## config.mk

```make
export PLATFORM = sky130hd
export DESIGN_NAME = rf_pulse_frame_capture_top_flat
export DESIGN_NICKNAME = d
export VERILOG_FILES = /design/src/rtl/rpfc_pkg.sv /design/src/rtl/rpfc_edge_if.sv /design/src/rtl/rpfc_pulse_if.sv /design/src/rtl/rpfc_cfg_if.sv /design/src/rtl/rpfc_buffer.sv /design/src/rtl/rpfc_ctrl.sv /design/src/rtl/rf_pulse_frame_capture_top.sv /design/src/flat_wrapper.sv
export SDC_FILE = /design/constraint.sdc
export NUM_CORES = 2
export LEC_CHECK = 0
export ABC_AREA = 1
export BUFFER_PORTS_ARGS = -buffer_cell sky130_fd_sc_hd__buf_2
export CELL_PAD_IN_SITES_DETAIL_PLACEMENT = 0
export CELL_PAD_IN_SITES_GLOBAL_PLACEMENT = 1
export CORE_MARGIN = 1
export CORE_UTILIZATION = 51
export DETAILED_ROUTE_END_ITERATION = 7
export PLACE_DENSITY = 0.83
export SLEW_MARGIN = 20
export SYNTH_ARGS = -nofsm -noshare
export SYNTH_HDL_FRONTEND = slang
export SYNTH_SLANG_ARGS = --single-unit
```

## constraint.sdc

```tcl
create_clock -name clk -period 9.3 [get_ports clk]
set_input_delay 0.93 -clock clk [delete_from_list [all_inputs] [get_ports clk]]
set_output_delay 0.93 -clock clk [all_outputs]
set_load 0.1 [all_outputs]
```

## src/rtl/rpfc_pkg.sv

```systemverilog
// Shared types and constants for the RF pulse frame capture block.
// No dependencies; every other file of the block imports this package.
`timescale 1ns / 1ps

package rpfc_pkg;

    localparam int MAX_EDGES_DEF   = 64;
    localparam int EDGE_TIME_W     = 32;
    localparam int PULSE_INDEX_W   = 6;
    localparam int CFG_INDEX_W     = 8;
    localparam int CFG_DATA_W      = 32;
    localparam int SYNC_GAP_MIN_W  = 20;
    localparam int SYNC_TOL_W      = 16;
    localparam int MIN_PULSE_W     = 16;

    // Register indexes on the configuration channel
    localparam logic [CFG_INDEX_W-1:0] REG_LISTEN_ENABLE  = 8'd0;
    localparam logic [CFG_INDEX_W-1:0] REG_SYNC_GAP_MIN   = 8'd1;
    localparam logic [CFG_INDEX_W-1:0] REG_SYNC_TOLERANCE = 8'd2;
    localparam logic [CFG_INDEX_W-1:0] REG_MIN_PULSE      = 8'd3;

    // Register reset values
    localparam logic                      LISTEN_ENABLE_RST  = 1'b1;
    localparam logic [SYNC_GAP_MIN_W-1:0] SYNC_GAP_MIN_RST   = 20'd5000;
    localparam logic [SYNC_TOL_W-1:0]     SYNC_TOLERANCE_RST = 16'd200;
    localparam logic [MIN_PULSE_W-1:0]    MIN_PULSE_RST      = 16'd50;

    typedef struct packed {
        logic                      listen_enable;
        logic [SYNC_GAP_MIN_W-1:0] sync_gap_min;
        logic [SYNC_TOL_W-1:0]     sync_tolerance;
        logic [MIN_PULSE_W-1:0]    min_pulse;
    } rpfc_cfg_t;

    typedef struct packed {
        logic wr_en;
        logic rd_en;
    } rpfc_mem_ctl_t;

    typedef enum logic [2:0] {
        ST_IDLE,
        ST_CALC,
        ST_DECIDE,
        ST_SHOW,
        ST_STORE
    } rpfc_state_t;

endpackage

```

## src/rtl/rpfc_edge_if.sv

```systemverilog
// Edge timestamp channel: valid/ready handshake with one timestamp.
// Depends on rpfc_pkg.
`timescale 1ns / 1ps

interface rpfc_edge_if
    import rpfc_pkg::*;
();
    logic                   valid;
    logic                   ready;
    logic [EDGE_TIME_W-1:0] edge_time;

    modport source (output valid, output edge_time, input ready);
    modport sink   (input valid, input edge_time, output ready);
endinterface

```

## src/rtl/rpfc_pulse_if.sv

```systemverilog
// Pulse duration channel: valid/ready handshake with one duration, its index and a frame-last flag.
// Depends on rpfc_pkg.
`timescale 1ns / 1ps

interface rpfc_pulse_if
    import rpfc_pkg::*;
();
    logic                     valid;
    logic                     ready;
    logic [EDGE_TIME_W-1:0]   pulse_duration;
    logic [PULSE_INDEX_W-1:0] pulse_index;
    logic                     frame_last;

    modport source (output valid, output pulse_duration, output pulse_index,
                    output frame_last, input ready);
    modport sink   (input valid, input pulse_duration, input pulse_index,
                    input frame_last, output ready);
endinterface

```

## src/rtl/rpfc_cfg_if.sv

```systemverilog
// Configuration write channel: valid/ready handshake with index and data.
// Depends on rpfc_pkg.
`timescale 1ns / 1ps

interface rpfc_cfg_if
    import rpfc_pkg::*;
();
    logic                   valid;
    logic                   ready;
    logic [CFG_INDEX_W-1:0] index;
    logic [CFG_DATA_W-1:0]  data;

    modport source (output valid, output index, output data, input ready);
    modport sink   (input valid, input index, input data, output ready);
endinterface

```

## src/rtl/rpfc_buffer.sv

```systemverilog
// Pulse buffer: single write port, single read port, registered read data.
// Depends on rpfc_pkg for the control struct.
`timescale 1ns / 1ps

module rpfc_buffer
    import rpfc_pkg::*;
#(
    parameter int DEPTH = MAX_EDGES_DEF,
    parameter int AW    = $clog2(MAX_EDGES_DEF)
)
(
    input  logic                   clk,
    input  rpfc_mem_ctl_t          mem_ctl,
    input  logic [AW-1:0]          wr_addr,
    input  logic [EDGE_TIME_W-1:0] wr_data,
    input  logic [AW-1:0]          rd_addr,
    output logic [EDGE_TIME_W-1:0] rd_data
);

    logic [EDGE_TIME_W-1:0] mem [DEPTH];

    always_ff @(posedge clk)
    begin
        if (mem_ctl.wr_en)
        begin
            mem[wr_addr] <= wr_data;
        end
    end

    // Hold read data until the next read is issued
    always_ff @(posedge clk)
    begin
        if (mem_ctl.rd_en)
        begin
            rd_data <= mem[rd_addr];
        end
    end

endmodule

```

## src/rtl/rpfc_ctrl.sv

```systemverilog
// Capture sequencer: gap calculation, sync detection, counters and frame readout.
// Depends on rpfc_pkg and the edge and pulse channel interfaces, and drives rpfc_buffer ports.
`timescale 1ns / 1ps

module rpfc_ctrl
    import rpfc_pkg::*;
#(
    parameter int MAX_EDGES = MAX_EDGES_DEF,
    parameter int AW        = $clog2(MAX_EDGES_DEF),
    parameter int CW        = $clog2(MAX_EDGES_DEF + 1)
)
(
    input  logic                   clk,
    input  logic                   rst_n,
    input  rpfc_cfg_t              cfg,
    rpfc_edge_if.sink              edges,
    rpfc_pulse_if.source           pulses,
    output rpfc_mem_ctl_t          mem_ctl,
    output logic [AW-1:0]          wr_addr,
    output logic [EDGE_TIME_W-1:0] wr_data,
    output logic [AW-1:0]          rd_addr,
    input  logic [EDGE_TIME_W-1:0] rd_data
);

    rpfc_state_t            state_reg, state_next;
    logic [EDGE_TIME_W-1:0] now_reg, now_next;
    logic [EDGE_TIME_W-1:0] last_reg, last_next;
    logic [EDGE_TIME_W-1:0] gap_reg, gap_next;
    logic [EDGE_TIME_W-1:0] first_reg, first_next;
    logic [CW-1:0]          cnt_reg, cnt_next;
    logic                   rep_reg, rep_next;
    logic [CW-1:0]          n_reg, n_next;
    logic [AW-1:0]          idx_reg, idx_next;
    logic                   store_reg, store_next;

    logic [EDGE_TIME_W:0]   gap_ext, first_ext, tol_ext;
    logic                   is_sync, is_match, do_store, do_emit;
    logic [CW-1:0]          cnt_dec, cnt_after;
    logic                   rep_after;
    logic                   full;
    logic                   is_last;

    // Decision terms, valid in ST_DECIDE; the window compare is one bit wider
    assign gap_ext   = {1'b0, gap_reg};
    assign first_ext = {1'b0, first_reg};
    assign tol_ext   = (EDGE_TIME_W + 1)'(cfg.sync_tolerance);
    assign is_sync   = gap_reg > EDGE_TIME_W'(cfg.sync_gap_min);
    assign is_match  = is_sync && (gap_ext + tol_ext > first_ext)
                       && (gap_ext < first_ext + tol_ext);
    assign do_store  = gap_reg > EDGE_TIME_W'(cfg.min_pulse);
    assign cnt_dec   = (cnt_reg != '0) ? cnt_reg - 1'b1 : '0;
    // A sync repeat with one repeat already seen is the second one
    assign do_emit   = is_match && rep_reg && (cnt_dec != '0);
    assign full      = !is_sync && (cnt_reg >= CW'(MAX_EDGES));
    assign cnt_after = (is_sync || full) ? '0 : cnt_reg;
    assign rep_after = is_match ? !rep_reg : (full ? 1'b0 : rep_reg);
    assign is_last   = CW'(idx_reg) == n_reg - 1'b1;

    always_ff @(posedge clk or negedge rst_n)
    begin
        if (!rst_n)
        begin
            state_reg <= ST_IDLE;
            last_reg  <= '0;
            first_reg <= '0;
            cnt_reg   <= '0;
            rep_reg   <= 1'b0;
        end
        else
        begin
            state_reg <= state_next;
            last_reg  <= last_next;
            first_reg <= first_next;
            cnt_reg   <= cnt_next;
            rep_reg   <= rep_next;
        end
    end

    always_ff @(posedge clk)
    begin
        now_reg   <= now_next;
        gap_reg   <= gap_next;
        n_reg     <= n_next;
        idx_reg   <= idx_next;
        store_reg <= store_next;
    end

    always_comb
    begin
        state_next    = state_reg;
        now_next      = now_reg;
        last_next     = last_reg;
        gap_next      = gap_reg;
        first_next    = first_reg;
        cnt_next      = cnt_reg;
        rep_next      = rep_reg;
        n_next        = n_reg;
        idx_next      = idx_reg;
        store_next    = store_reg;
        mem_ctl.wr_en = 1'b0;
        mem_ctl.rd_en = 1'b0;
        wr_addr       = cnt_after[AW-1:0];
        wr_data       = gap_reg;
        rd_addr       = idx_reg;
        edges.ready   = 1'b0;
        pulses.valid  = 1'b0;

        case (state_reg)
            ST_IDLE:
            begin
                edges.ready = 1'b1;
                // Drop the transfer entirely while listening is off
                if (edges.valid && cfg.listen_enable)
                begin
                    now_next   = edges.edge_time;
                    state_next = ST_CALC;
                end
            end
            ST_CALC:
            begin
                gap_next   = now_reg - last_reg;
                last_next  = now_reg;
                state_next = ST_DECIDE;
            end
            ST_DECIDE:
            begin
                rep_next = rep_after;
                if (do_emit)
                begin
                    mem_ctl.rd_en = 1'b1;
                    rd_addr       = '0;
                    idx_next      = '0;
                    n_next        = cnt_dec;
                    store_next    = do_store;
                    cnt_next      = '0;
                    state_next    = ST_SHOW;
                end
                else
                begin
                    if (do_store)
                    begin
                        mem_ctl.wr_en = 1'b1;
                        cnt_next      = cnt_after + 1'b1;
                        if (cnt_after == '0)
                        begin
                            first_next = gap_reg;
                        end
                    end
                    else
                    begin
                        cnt_next = cnt_after;
                    end
                    state_next = ST_IDLE;
                end
            end
            ST_SHOW:
            begin
                pulses.valid = 1'b1;
                if (pulses.ready)
                begin
                    if (is_last)
                    begin
                        state_next = ST_STORE;
                    end
                    else
                    begin
                        // Advance the read as the current entry transfers
                        mem_ctl.rd_en = 1'b1;
                        rd_addr       = idx_reg + 1'b1;
                        idx_next      = idx_reg + 1'b1;
                    end
                end
            end
            ST_STORE:
            begin
                // Entry 0 is written only after the frame has been read out
                wr_addr = '0;
                if (store_reg)
                begin
                    mem_ctl.wr_en = 1'b1;
                    cnt_next      = CW'(1);
                    first_next    = gap_reg;
                end
                state_next = ST_IDLE;
            end
            default:
            begin
                state_next = ST_IDLE;
            end
        endcase
    end

    assign pulses.pulse_duration = rd_data;
    assign pulses.pulse_index    = PULSE_INDEX_W'(idx_reg);
    assign pulses.frame_last     = is_last;

`ifndef NO_ASSERTIONS
    a_no_rw_overlap: assert property (@(posedge clk) disable iff (!rst_n)
        !(mem_ctl.wr_en && mem_ctl.rd_en))
        else $error("buffer read and write in the same cycle");

    a_no_edge_during_frame: assert property (@(posedge clk) disable iff (!rst_n)
        pulses.valid |-> !edges.ready)
        else $error("edge accepted while a frame is being emitted");

    a_last_then_store: assert property (@(posedge clk) disable iff (!rst_n)
        (pulses.valid && pulses.ready && pulses.frame_last) |=> state_reg == ST_STORE)
        else $error("final duration not followed by the store cycle");

    a_count_bound: assert property (@(posedge clk) disable iff (!rst_n)
        cnt_reg <= CW'(MAX_EDGES))
        else $error("edge count beyond buffer depth");

    a_first_shadow: assert property (@(posedge clk) disable iff (!rst_n)
        (mem_ctl.wr_en && wr_addr == '0) |=> first_reg == $past(wr_data))
        else $error("first-gap shadow out of step with buffer entry 0");
`endif

endmodule

```

## src/rtl/rf_pulse_frame_capture_top.sv

```systemverilog
// Top level of the RF pulse frame capture block: configuration registers and
// the sequencer and buffer instances. Depends on rpfc_pkg, the interfaces,
// rpfc_buffer and rpfc_ctrl.
`timescale 1ns / 1ps

// An edge timestamp passes from transfer to the next ready through accept, gap
// subtraction, then the sync/store decision and buffer write; edges arriving while
// listen_enable is low are taken and dropped. On the second sync repeat with N
// durations stored, the frame is read out of the pulse buffer, which has separate
// read and write ports, one entry per cycle while the sink is ready, N at most
// MAX_EDGES - 1. The new gap is written to buffer entry 0 only after the frame has
// been read. The buffer needs no clearing pass after reset: entry 0 is shadowed in
// a register that resets to zero, and every other entry is read only after it has
// been written.
module rf_pulse_frame_capture_top
    import rpfc_pkg::*;
#(
    parameter int MAX_EDGES = MAX_EDGES_DEF
)
(
    input  logic         clk,
    input  logic         rst_n,
    rpfc_edge_if.sink    edges,
    rpfc_pulse_if.source pulses,
    rpfc_cfg_if.sink     cfg
);

    localparam int AW = $clog2(MAX_EDGES);
    localparam int CW = $clog2(MAX_EDGES + 1);

    rpfc_cfg_t              cfg_reg;
    rpfc_mem_ctl_t          mem_ctl;
    logic [AW-1:0]          wr_addr;
    logic [AW-1:0]          rd_addr;
    logic [EDGE_TIME_W-1:0] wr_data;
    logic [EDGE_TIME_W-1:0] rd_data;

    assign cfg.ready = 1'b1;

    // Unknown indexes are ignored; data is truncated to the register width
    always_ff @(posedge clk or negedge rst_n)
    begin
        if (!rst_n)
        begin
            cfg_reg.listen_enable  <= LISTEN_ENABLE_RST;
            cfg_reg.sync_gap_min   <= SYNC_GAP_MIN_RST;
            cfg_reg.sync_tolerance <= SYNC_TOLERANCE_RST;
            cfg_reg.min_pulse      <= MIN_PULSE_RST;
        end
        else if (cfg.valid)
        begin
            case (cfg.index)
                REG_LISTEN_ENABLE:  cfg_reg.listen_enable  <= cfg.data[0];
                REG_SYNC_GAP_MIN:   cfg_reg.sync_gap_min   <= cfg.data[SYNC_GAP_MIN_W-1:0];
                REG_SYNC_TOLERANCE: cfg_reg.sync_tolerance <= cfg.data[SYNC_TOL_W-1:0];
                REG_MIN_PULSE:      cfg_reg.min_pulse      <= cfg.data[MIN_PULSE_W-1:0];
                default:            ;
            endcase
        end
    end

    rpfc_ctrl #(
        .MAX_EDGES (MAX_EDGES),
        .AW        (AW),
        .CW        (CW)
    ) u_ctrl (
        .clk     (clk),
        .rst_n   (rst_n),
        .cfg     (cfg_reg),
        .edges   (edges),
        .pulses  (pulses),
        .mem_ctl (mem_ctl),
        .wr_addr (wr_addr),
        .wr_data (wr_data),
        .rd_addr (rd_addr),
        .rd_data (rd_data)
    );

    rpfc_buffer #(
        .DEPTH (MAX_EDGES),
        .AW    (AW)
    ) u_buffer (
        .clk     (clk),
        .mem_ctl (mem_ctl),
        .wr_addr (wr_addr),
        .wr_data (wr_data),
        .rd_addr (rd_addr),
        .rd_data (rd_data)
    );

endmodule
```

## src/flat_wrapper.sv

```systemverilog
// flat-port wrapper written by rule: the top's interface ports become plain ports
module rf_pulse_frame_capture_top_flat import rpfc_pkg::*;
#(
    parameter int MAX_EDGES = MAX_EDGES_DEF
)
  (clk, rst_n, edges_valid, edges_edge_time, edges_ready, pulses_valid, pulses_pulse_duration, pulses_pulse_index, pulses_frame_last, pulses_ready, cfg_valid, cfg_index, cfg_data, cfg_ready);
  rpfc_edge_if edges_i ();
  rpfc_pulse_if pulses_i ();
  rpfc_cfg_if cfg_i ();
  input  logic clk;
  input  logic rst_n;
  input wire logic [$bits(edges_i.valid)-1:0] edges_valid;
  input wire logic [$bits(edges_i.edge_time)-1:0] edges_edge_time;
  output wire logic [$bits(edges_i.ready)-1:0] edges_ready;
  output wire logic [$bits(pulses_i.valid)-1:0] pulses_valid;
  output wire logic [$bits(pulses_i.pulse_duration)-1:0] pulses_pulse_duration;
  output wire logic [$bits(pulses_i.pulse_index)-1:0] pulses_pulse_index;
  output wire logic [$bits(pulses_i.frame_last)-1:0] pulses_frame_last;
  input wire logic [$bits(pulses_i.ready)-1:0] pulses_ready;
  input wire logic [$bits(cfg_i.valid)-1:0] cfg_valid;
  input wire logic [$bits(cfg_i.index)-1:0] cfg_index;
  input wire logic [$bits(cfg_i.data)-1:0] cfg_data;
  output wire logic [$bits(cfg_i.ready)-1:0] cfg_ready;
  assign edges_i.valid = edges_valid;
  assign edges_i.edge_time = edges_edge_time;
  assign edges_ready = edges_i.ready;
  assign pulses_valid = pulses_i.valid;
  assign pulses_pulse_duration = pulses_i.pulse_duration;
  assign pulses_pulse_index = pulses_i.pulse_index;
  assign pulses_frame_last = pulses_i.frame_last;
  assign pulses_i.ready = pulses_ready;
  assign cfg_i.valid = cfg_valid;
  assign cfg_i.index = cfg_index;
  assign cfg_i.data = cfg_data;
  assign cfg_ready = cfg_i.ready;
  rf_pulse_frame_capture_top #(.MAX_EDGES(MAX_EDGES)) u_core (.clk(clk), .rst_n(rst_n), .edges(edges_i), .pulses(pulses_i), .cfg(cfg_i));
endmodule
```

==> flow_metrics.tcl <==
set metrics [dict create \
    outcome "completed" \
    cts_setup_buffers 0 \
    fp.coreArea_sq_um 203100 \
    whs_ns 0.05649 \
    die-width_um 455.1 \
    met3_usage_pct 3.828 \
    worstMarginPinSlew_ns 1.140 \
    yosysTopAreaCell "edfxtp_1" \
    synth_top_cells_by_area "edfxtp_1 (62%), nand3_1 (10%), nand2_1 (6.0%)" \
    dp_slack_ns 1.564 \
    crit_required_ns 9.84 \
    synthMuxAreaShare_pct 0 \
    fin_setup_tns_ns 0 \
    synth.top_cell.area_share_pct 61.73 \
    synth-xor-area-share_pct 0.8666 \
    grt_pass1_wl_um 422700 \
    hold_viol_final 0 \
    fmax_ghz 0.1270 \
    worst_clock_skew_ns 0.03071 \
    nets 9953 \
    h-tree-depth 4 \
    final_util_pct 56.78 \
    syn_area_sq_um 104700 \
    vias_per_cell 5.683 \
    antenna_found_initial 6 \
    num_vias 71411 \
    dieArea_sq_um 207100 \
    yosys.area_share.simple_pct 22.59 \
    critPathLaunchType "flip-flop" \
    ys.flop_type "edfxtp_1" \
    cap_violations 0 \
    initial_utilization_pct 51.53 \
    io_buffers 105 \
    grt_pass1_vias 68923 \
    synth_seq_area_share_pct 64.92 \
    drtIter0Drc 7771 \
    leakagePower_nw 45.89 \
    final.period_utilization_pct 84.64 \
    gp_congestion 0.8710 \
    drt_wl_total_um 281100 \
    drive_above_1_share_pct 7.240 \
    fin_ws_ns 1.429 \
    synth_top_family_by_area "simple AND/OR/NAND/NOR gates" \
    synth_nets 9999 \
    mostFrequentLayoutCells "nand3_1 (2158), edfxtp_1 (2152), nand2_1 (1683)" \
    synth-edff-count 2152 \
    clock-sinks 2286 \
    hpwl_um 153000 \
    syn_to_final_growth_pct 10.19 \
    drc 0 \
    max_stage_delay_ns 1.01 \
    drtAntennaViolNets 0 \
    cts_buffer_depth 3 \
    hold_buffers 0 \
    die_h_um 455.1 \
    slew_viol_final 0 \
    crit_fanout 19 \
    cts_tree "yes" \
    wl_per_cell_um 22.37 \
    worstSetupPathType "flip-flop to flip-flop" \
    cp-end-kind "flip-flop" \
    power.density_nw_per_um2 316.5 \
    synth_cell_types 56 \
    final-setup-viol-count 0 \
    synth-compound-area-share_pct 1.642 \
    ys_ff_latch 2286 \
    worst_path_max_delay_cell "nor2_4" \
    cts_root_buf "clkbuf_16" \
    grtUsageTotal_pct 27.05 \
    clk_pin_slew_ns 0.06 \
    fin_crit_ns 7.871 \
    post_cts_resize_count 0 \
    largest_register_ffs 2048 \
    timing.critical_path.mode_cell "nand2_1" \
    first_pass_iters 8 \
    async_reset_ff_share_pct 5.599 \
    num_io_pins 119 \
    avgSynthCellArea_sq_um 10.73 \
    rsz0062_at_grt "false" \
    layout_commonest_cell "nand3_1" \
    ir_drop_mv 0.4964 \
    grt_max_degree 201 \
    top_usage_layer "met2" \
    crit_arrival_ns 8.42 \
    yosysWarnings 0 \
    yosys.area_share.adder_pct 2.053 \
    grt_use_met1_pct 36.29 \
    syn_inst 9752 \
    grt-ovfl-total 0 \
    hp-class "primary input to async pin" \
    rows 165 \
    slew_headroom_pct 24.02 \
    worst_skew_pair.late_latency_ns 0.88 \
    grtUsageMet2_pct 45.01 \
    cts_made_buffers 227 \
]
## area by class of cell
type / instances / area (sq um)
clock buffers: 288 / 6046
diodes: 3 / 7.507
fillers: 16716 / 87800
well taps: 2672 / 3343
clock inverters: 125 / 923.4
inverters: 1497 / 5654
repair buffers: 288 / 2401
multi-input cells: 5406 / 29010
flip-flops and latches: 2286 / 67960
## metrics by stage
stage	cell area, sq um	std cells	power [W]
floorplan	104700	9752	0.02316
global placement	108300	12148	0.02753
detailed placement	108300	12148	0.02781
CTS	115300	12561	0.03645
global route	115300	12563	0.03838
finish	115300	12565	0.03651
## routing by layer
| metal | wire length [um] | vias to the layer above | part of all wire, % |
|---|---|---|---|
| met5 | 25 | - | 0.0089 |
| met4 | 9692 | 4 | 3.4 |
| met3 | 22840 | 508 | 8.1 |
| met2 | 135300 | 3165 | 48 |
| met1 | 113200 | 34618 | 40 |
| li1 | - | 33116 | - |
## path summary, 6_finish.rpt
check	from	endpoint	slack, ns	cells after the start
hold reg to reg	u_core.cfg_reg[34]$_DFFE_PN0P_	u_core.cfg_reg[34]$_DFFE_PN0P_	0.48	2
max in group asynchronous	rst_n	u_core.u_ctrl.first_reg[2]$_DFFE_PN0P_	7.97	2
setup / recovery	u_core.cfg_reg[18]$_DFFE_PN0P_	u_core.u_buffer.mem[35][2]$_DFFE_PP_	1.43	28
hold / removal	rst_n	u_core.u_ctrl.last_reg[16]$_DFFE_PN0N_	0.06	1
min in group clk	edges_edge_time[8]	u_core.u_ctrl.now_reg[8]$_DFFE_PP_	0.23	1
setup reg to reg	u_core.cfg_reg[18]$_DFFE_PN0P_	u_core.u_buffer.mem[35][2]$_DFFE_PP_	1.43	28
## synthesized netlist by cell type (all sizes together), types with 31 or more instances
library cell and instances:
a21oi 129, edfxtp 2152, nand2 1690, nor3 31, nand3b 705, nor2 190
o21ai 138, inv 1497, buf 369, nand3 2159, clkbuf 194, dfrtp 116
ha 167, xor2 83
## critical path: cells and delay by family, from the launching register on
kind	cells	cell delay (ns)
XOR/XNOR	1	0.14
adder cells (fa/ha/maj)	2	0.66
flip-flops	1	0.42
AND/OR/NAND/NOR	16	3.75
AO/OA/AOI/OAI	7	2.08
buffers and inverters	2	0.47
## power by group
| group | switching, W | total (W) | internal, W |
|---|---|---|---|
| clock | 0.00385 | 0.00870 | 0.00485 |
| combinational | 0.0109 | 0.0149 | 0.00394 |
| sequential | 0.000207 | 0.0129 | 0.0127 |
## cell families (layout without fill, tap and decap cells)
logic type	count (synthesis)	in the layout
and+or+nand+nor	4815	4815
DFF	2286	2286
buffers and inverters	2060	2198
other	1	4
AOI/OAI and AO/OA	318	318
xor gates and xnor gates	102	102
adders and majority gates	170	170
(Power assumes the default switching activity.)
